===== src/hw/rtl/lsc_pkg.sv =====
package lsc_pkg;

  localparam int DATA_WIDTH = 48;
  localparam int FUNC_WIDTH = 3;

  localparam logic [FUNC_WIDTH-1:0] OP_TICK  = 3'd0;
  localparam logic [FUNC_WIDTH-1:0] OP_START = 3'd1;
  localparam logic [FUNC_WIDTH-1:0] OP_STOP  = 3'd2;
  localparam logic [FUNC_WIDTH-1:0] OP_RESET = 3'd3;
  localparam logic [FUNC_WIDTH-1:0] OP_LAP   = 3'd4;
  localparam logic [FUNC_WIDTH-1:0] OP_READ  = 3'd5;

  typedef struct packed {
    logic [FUNC_WIDTH-1:0] func;
    logic [DATA_WIDTH-1:0] lap_modulus;
  } req_item_t;

  typedef struct packed {
    logic [DATA_WIDTH-1:0] laps;
    logic [DATA_WIDTH-1:0] elapsed_count;
    logic                  is_running;
  } rsp_item_t;

endpackage


===== src/hw/rtl/lsc_stream_if.sv =====
interface lsc_stream_if #(
  parameter type payload_t = logic
);
  logic     valid;
  logic     ready;
  payload_t data;

  modport source (output valid, output data, input ready);
  modport sink (input valid, input data, output ready);
endinterface


===== src/hw/rtl/lap_stopwatch_counter.sv =====
// tick, start, stop, reset, read and a lap by zero load their result into the output
// register in the cycle after acceptance; while rsp is not stalled, one such item per
// cycle is sustained; a lap by a nonzero modulus runs a restoring divider, one
// quotient bit per cycle, then S_DONE waits for a free output; input held off meanwhile
// reset (rst, synchronous, active high) clears the count, stops the stopwatch
// and drops any pending result
module lap_stopwatch_counter #(
  parameter int COUNT_WIDTH = 48
) (
  input logic        clk,
  input logic        rst,
  lsc_stream_if.sink   req,
  lsc_stream_if.source rsp
);

  localparam int DW     = lsc_pkg::DATA_WIDTH;
  localparam int STEP_W = $clog2(COUNT_WIDTH);

  localparam logic [1:0] S_IDLE = 2'd0;
  localparam logic [1:0] S_DIV  = 2'd1;
  localparam logic [1:0] S_DONE = 2'd2;

  logic [1:0]             state;
  logic [COUNT_WIDTH-1:0] count;
  logic                   running;
  logic                   out_valid;
  lsc_pkg::rsp_item_t     out_data;

  // divider registers
  logic [DW-1:0]          divisor;
  logic [DW-1:0]          rem;
  logic [COUNT_WIDTH-1:0] quo;
  logic [STEP_W-1:0]      step;

  logic [COUNT_WIDTH-1:0] count_next;
  logic                   running_next;
  logic [DW-1:0]          count_next_out;
  logic [DW-1:0]          quo_out;
  logic [COUNT_WIDTH-1:0] rem_count;

  logic [DW:0]            shifted;
  logic [DW+1:0]          diff;
  logic                   fits;

  logic out_free;
  logic accept;
  logic lap_div;
  logic load_out;

  assign out_free  = !out_valid || rsp.ready;
  assign req.ready = (state == S_IDLE) && out_free;
  assign accept    = req.valid && req.ready;
  assign lap_div   = (req.data.func == lsc_pkg::OP_LAP) && (req.data.lap_modulus != '0);
  assign load_out  = (accept && !lap_div) || ((state == S_DONE) && out_free);

  assign rsp.valid = out_valid;
  assign rsp.data  = out_data;

  // next count and run state for the items that bypass the divider
  always_comb begin
    count_next   = count;
    running_next = running;
    unique case (req.data.func)
      lsc_pkg::OP_TICK:  if (running && !(&count)) count_next = count + 1'b1;
      lsc_pkg::OP_START: running_next = 1'b1;
      lsc_pkg::OP_STOP:  running_next = 1'b0;
      lsc_pkg::OP_RESET: count_next = '0;
      default: ;
    endcase
  end

  // shared subtract and compare of the divider
  assign shifted = {rem, quo[COUNT_WIDTH-1]};
  assign diff    = {1'b0, shifted} - {2'b00, divisor};
  assign fits    = !diff[DW+1];

  generate
    if (COUNT_WIDTH >= DW) begin : g_wide
      assign count_next_out = count_next[DW-1:0];
      assign quo_out        = quo[DW-1:0];
      assign rem_count      = {{(COUNT_WIDTH-DW){1'b0}}, rem};
    end else begin : g_narrow
      assign count_next_out = {{(DW-COUNT_WIDTH){1'b0}}, count_next};
      assign quo_out        = {{(DW-COUNT_WIDTH){1'b0}}, quo};
      // remainder never exceeds the count, so the high bits are zero
      assign rem_count      = rem[COUNT_WIDTH-1:0];
    end
  endgenerate

  always_ff @(posedge clk) begin
    if (rst) begin
      state     <= S_IDLE;
      count     <= '0;
      running   <= 1'b0;
      out_valid <= 1'b0;
    end else begin
      if (load_out) out_valid <= 1'b1;
      else if (rsp.valid && rsp.ready) out_valid <= 1'b0;
      unique case (state)
        S_IDLE: begin
          if (accept) begin
            if (lap_div) begin
              divisor <= req.data.lap_modulus;
              rem     <= '0;
              quo     <= count;
              step    <= STEP_W'(COUNT_WIDTH - 1);
              state   <= S_DIV;
            end else begin
              count                  <= count_next;
              running                <= running_next;
              out_data.laps          <= '0;
              out_data.elapsed_count <= count_next_out;
              out_data.is_running    <= running_next;
            end
          end
        end
        S_DIV: begin
          rem <= fits ? diff[DW-1:0] : shifted[DW-1:0];
          quo <= {quo[COUNT_WIDTH-2:0], fits};
          if (step == '0) state <= S_DONE;
          else step <= step - 1'b1;
        end
        S_DONE: begin
          // wait here until the output register can take the result
          if (out_free) begin
            count                  <= rem_count;
            out_data.laps          <= quo_out;
            out_data.elapsed_count <= rem;
            out_data.is_running    <= running;
            state                  <= S_IDLE;
          end
        end
        default: state <= S_IDLE;
      endcase
    end
  end

  a_lap_starts_div: assert property (@(posedge clk) disable iff (rst)
    (accept && lap_div) |=> (state == S_DIV) && !req.ready)
    else $error("nonzero lap did not start the divider");

  a_count_held_in_div: assert property (@(posedge clk) disable iff (rst)
    (state == S_DIV) |=> $stable(count) && $stable(running))
    else $error("count or running changed while dividing");

  a_quick_op_result: assert property (@(posedge clk) disable iff (rst)
    (accept && !lap_div) |=> rsp.valid && (rsp.data.laps == '0))
    else $error("single-cycle item gave no result or nonzero laps");

endmodule


===== src/flat_wrapper.sv =====
// flat-port wrapper written by rule: the top's interface ports become plain ports
module lap_stopwatch_counter_flat 
#(
  parameter int COUNT_WIDTH = 48
)
  (clk, rst, req_valid, req_data, req_ready, rsp_valid, rsp_data, rsp_ready);
  lsc_stream_if #(.payload_t(lsc_pkg::req_item_t)) req_i ();
  lsc_stream_if #(.payload_t(lsc_pkg::rsp_item_t)) rsp_i ();
  input logic clk;
  input logic rst;
  input wire logic [$bits(req_i.valid)-1:0] req_valid;
  input wire logic [$bits(req_i.data)-1:0] req_data;
  output wire logic [$bits(req_i.ready)-1:0] req_ready;
  output wire logic [$bits(rsp_i.valid)-1:0] rsp_valid;
  output wire logic [$bits(rsp_i.data)-1:0] rsp_data;
  input wire logic [$bits(rsp_i.ready)-1:0] rsp_ready;
  assign req_i.valid = req_valid;
  assign req_i.data = req_data;
  assign req_ready = req_i.ready;
  assign rsp_valid = rsp_i.valid;
  assign rsp_data = rsp_i.data;
  assign rsp_i.ready = rsp_ready;
  lap_stopwatch_counter #(.COUNT_WIDTH(COUNT_WIDTH)) u_core (.clk(clk), .rst(rst), .req(req_i), .rsp(rsp_i));
endmodule

===== config.mk =====
export PLATFORM = sky130hd
export DESIGN_NAME = lap_stopwatch_counter_flat
export DESIGN_NICKNAME = d
export VERILOG_FILES = /design/src/hw/rtl/lsc_pkg.sv /design/src/hw/rtl/lsc_stream_if.sv /design/src/hw/rtl/lap_stopwatch_counter.sv /design/src/flat_wrapper.sv
export SDC_FILE = /design/constraint.sdc
export NUM_CORES = 1
export LEC_CHECK = 0
export BUFFER_PORTS_ARGS = -buffer_cell sky130_fd_sc_hd__buf_2
export CORE_ASPECT_RATIO = 0.75
export CORE_MARGIN = 4
export CORE_UTILIZATION = 60
export CTS_CLUSTER_SIZE = 12
export DETAILED_ROUTE_END_ITERATION = 10
export GPL_ROUTABILITY_DRIVEN = 0
export PLACE_DENSITY = 0.86
export SLEW_MARGIN = 10
export SYNTH_ARGS = -nofsm -noshare
export SYNTH_HDL_FRONTEND = slang
export SYNTH_SLANG_ARGS = --single-unit

===== constraint.sdc =====
create_clock -name clk -period 11.7 [get_ports clk]
set_input_delay 2.34 -clock clk [delete_from_list [all_inputs] [get_ports clk]]
set_output_delay 2.34 -clock clk [all_outputs]
set_load 0.05 [all_outputs]

==> results.md <==
* Final instance area at 17600 um^2
* Synth area leaders: edfxtp_1, dfxtp_1, nand2_1
* Net Count, Synth at 1664
* Vias at 12509
* Outcome: completed
* Highest clock rate at 159 MHz
* Grt peak-use layer: met2
* Cells after synthesis at 1557
* First-pass GRT wire length at 62300 um
* Die Y at roughly 150 um
* Yosys cell types at 68
* VDD IR-drop max at 0.116 mV
* Largest net degree at the start of global routing at 99
* Data arrival, critical path at 6.48 ns
* Seq/Total Area, Yosys at 0.541
* Place WS at slightly below 5 ns
* Yosys reg bits at between 200 and 300
* Detailed Route Iter0 Violations at 1289
* Ports at around 150
* Worst-path clk slew at 0.06 ns
* CTS Buf Count at 30
* Hold buffer count at CTS at 0
* Placed insts at approximately 2000
* Synth top area share at 0.475
* Post-Syn Area at around 16000 um^2
* EDFF count, synth at about 250
* DP Area at 16700 um^2
* Setup repair bufs after CTS at 0
* CP Launch Type: primary input
* Layout Cells excl Fill at 2042
* CP required at around 12 ns
* Tcrit/Tclk final at 0.539
* Global Route met1 Usage at 0.364
* Initial antenna violation count at 1
* Fin. Hold Viols at 0
* Peak fanout along the critical path at 63
* Setup ws final at 5.40 ns
* GR Layer Usage met2 at 0.431
* Post-synth top cells: nand2_1, edfxtp_1, nor2_1
* Via density at 6.13
* Cell taking the most area after synthesis: edfxtp_1
* Top FF cell, synth: edfxtp_1
* Yosys Warn Count at 0
* WL final at roughly 40000 um
* RSZ-0062 raised after global routing: false
* DR WL/cell at 19.3 um
* Routed Antenna Nets at 0
* DPL Wire Length at 27700 um
* Worst hold slack at between 0.4 and 0.5 ns
* Core area at 25300 um^2
* Fin nets at approximately 1800
* Maximum clock path buffer count at 3
* Pwr Total at between 2 and 2.5 mW
* CTS tree: yes
* Clock period minus worst slack at ~6.3 ns
* Util after Layout at 0.697
* Die Area at 28700 um^2
* PortBufs at about 150
* Worst Hold Class: register to register
* Most frequent cell after synthesis: nand2_1
* Vias in the first global route at 11916
* Setup crit end kind: register
* GR Util All Layers at 0.266
* # DRC at 0
* Share of layout cells above drive strength 1 at 0.139
* Initial core utilization at 0.618
* Async S/R FF share, synth at 0
* P&R area growth vs syn at 12.7%
* Clock sink count at ~300
* Post-cts resize count at 0
* Pwr Density at 134 nW/um^2
* Maxcap violations at 0
* Slew @ Worst Pin at 1.07 ns
* Pleak at 6.90 nW
* Worst-case clock skew at around 0.016 ns
* Final number of max-transition violations at 0
* Die Wd at between 150 and 200 um
* CTS H-tree lvls at 1
* Setup total negative slack at 0 ns
* FILL cells at 1908
* Setup CP Type: primary input to register
* Clock Tree Root: clkbuf_16
* Final setup vio count at 0
* Total gr overflow at 0
* DR pass1 iterations at 6
* Cell row count at 50
* Grt met3 use at 0.0371
* Clock latency on the worst-skew pair at 0.55 ns
* Synth Area per Inst at 10.0 um^2
* Slew headroom at 0.274
[cells by family after synthesis]
logic type / after synthesis / share of synthesized area
AOI/OAI and AO/OA: 294 / 0.119
xor gates and xnor gates: 86 / 0.0482
adders and majority gates: 52 / 0.0421
buffers and inverters: 155 / 0.0382
DFF: 299 / 0.541
muxes: 28 / 0.0180
and+or+nand+nor: 643 / 0.193
[critical path, cell delays in order]
cell and delay, ns:
buf_2 0.10, nor4_1 0.83, nand4_1 0.16, nor3_1 0.38, or3b_2 0.24, a21oi_1 0.09, or3_2 0.42, buf_4 0.33
nor2_4 0.78, buf_4 0.73
[cell type report]
cell class	count	area, um^2	share of cell area
timing repair buffer	167	871	0.0495
clock inverter	3	13.8	0.000782
clock buffer	53	921	0.0523
sequential	299	8460	0.480
tap	338	423	0.0240
inverter	78	293	0.0166
antenna	1	2.50	0.000142
multi-input combinational	1103	6630	0.376
[metal layers]
| metal | share of wire | vias up |
|---|---|---|
| met2 | 0.46 | 712 |
| met4 | 0.051 | 0 |
| met1 | 0.40 | 5886 |
| met5 | 0 | - |
| li1 | - | 5764 |
| met3 | 0.085 | 147 |
[final timing paths]
| path | startpoint | end | slack, ns | cells past startpoint |
|---|---|---|---|---|
| setup / recovery | req_data[7] | u_core.rsp.data[28]$_DFFE_PP_ | 5.40 | 10 |
| hold / removal | u_core.count[11]$_SDFFE_PP0P_ | u_core.count[11]$_SDFFE_PP0P_ | 0.50 | 2 |
| setup reg to reg | u_core.rem[13]$_SDFFCE_PN0P_ | u_core.rem[44]$_SDFFCE_PN0P_ | 7.01 | 12 |
| hold reg to reg | u_core.count[11]$_SDFFE_PP0P_ | u_core.count[11]$_SDFFE_PP0P_ | 0.50 | 2 |
[cells in the final DEF (no fill, tap or decap), types with 8 or more instances in the layout]
cell type and instances:
nand3_1 34, a31oi_1 8, nor2_1 144, o21ai_0 59, nor2b_1 9, xnor2_1 54
o21a_1 16, buf_2 153, nand2_1 265, ha_1 51, clkbuf_16 33, mux2i_1 27
nand4_1 24, and2_1 56, inv_1 78, and4_1 9, nor4_1 15, a21oi_1 81
o21bai_1 11, buf_4 14, edfxtp_1 247, nor3_1 36, clkbuf_1 18, o21ai_1 13
a211oi_1 24, o211ai_1 11, dfxtp_1 52, xor2_1 32, a21o_1 32, and3_1 11
[flip-flops by register name, indices dropped and copies added, names as in the netlist]
signal,count
u_core.step,6
u_core.quo,48
u_core.running,1
u_core.state,2
u_core.rem,48
u_core.rsp.valid,1
u_core.count,48
u_core.divisor,48
u_core.rsp.data,97
[report_power, final]
part,total [mW],internal [mW],switching (mW)
clock network,0.919,0.529,0.390
registers,1.22,1.19,0.0267
logic,0.231,0.0672,0.164
total,2.37,1.78,0.581
(Power assumes the default switching activity.)
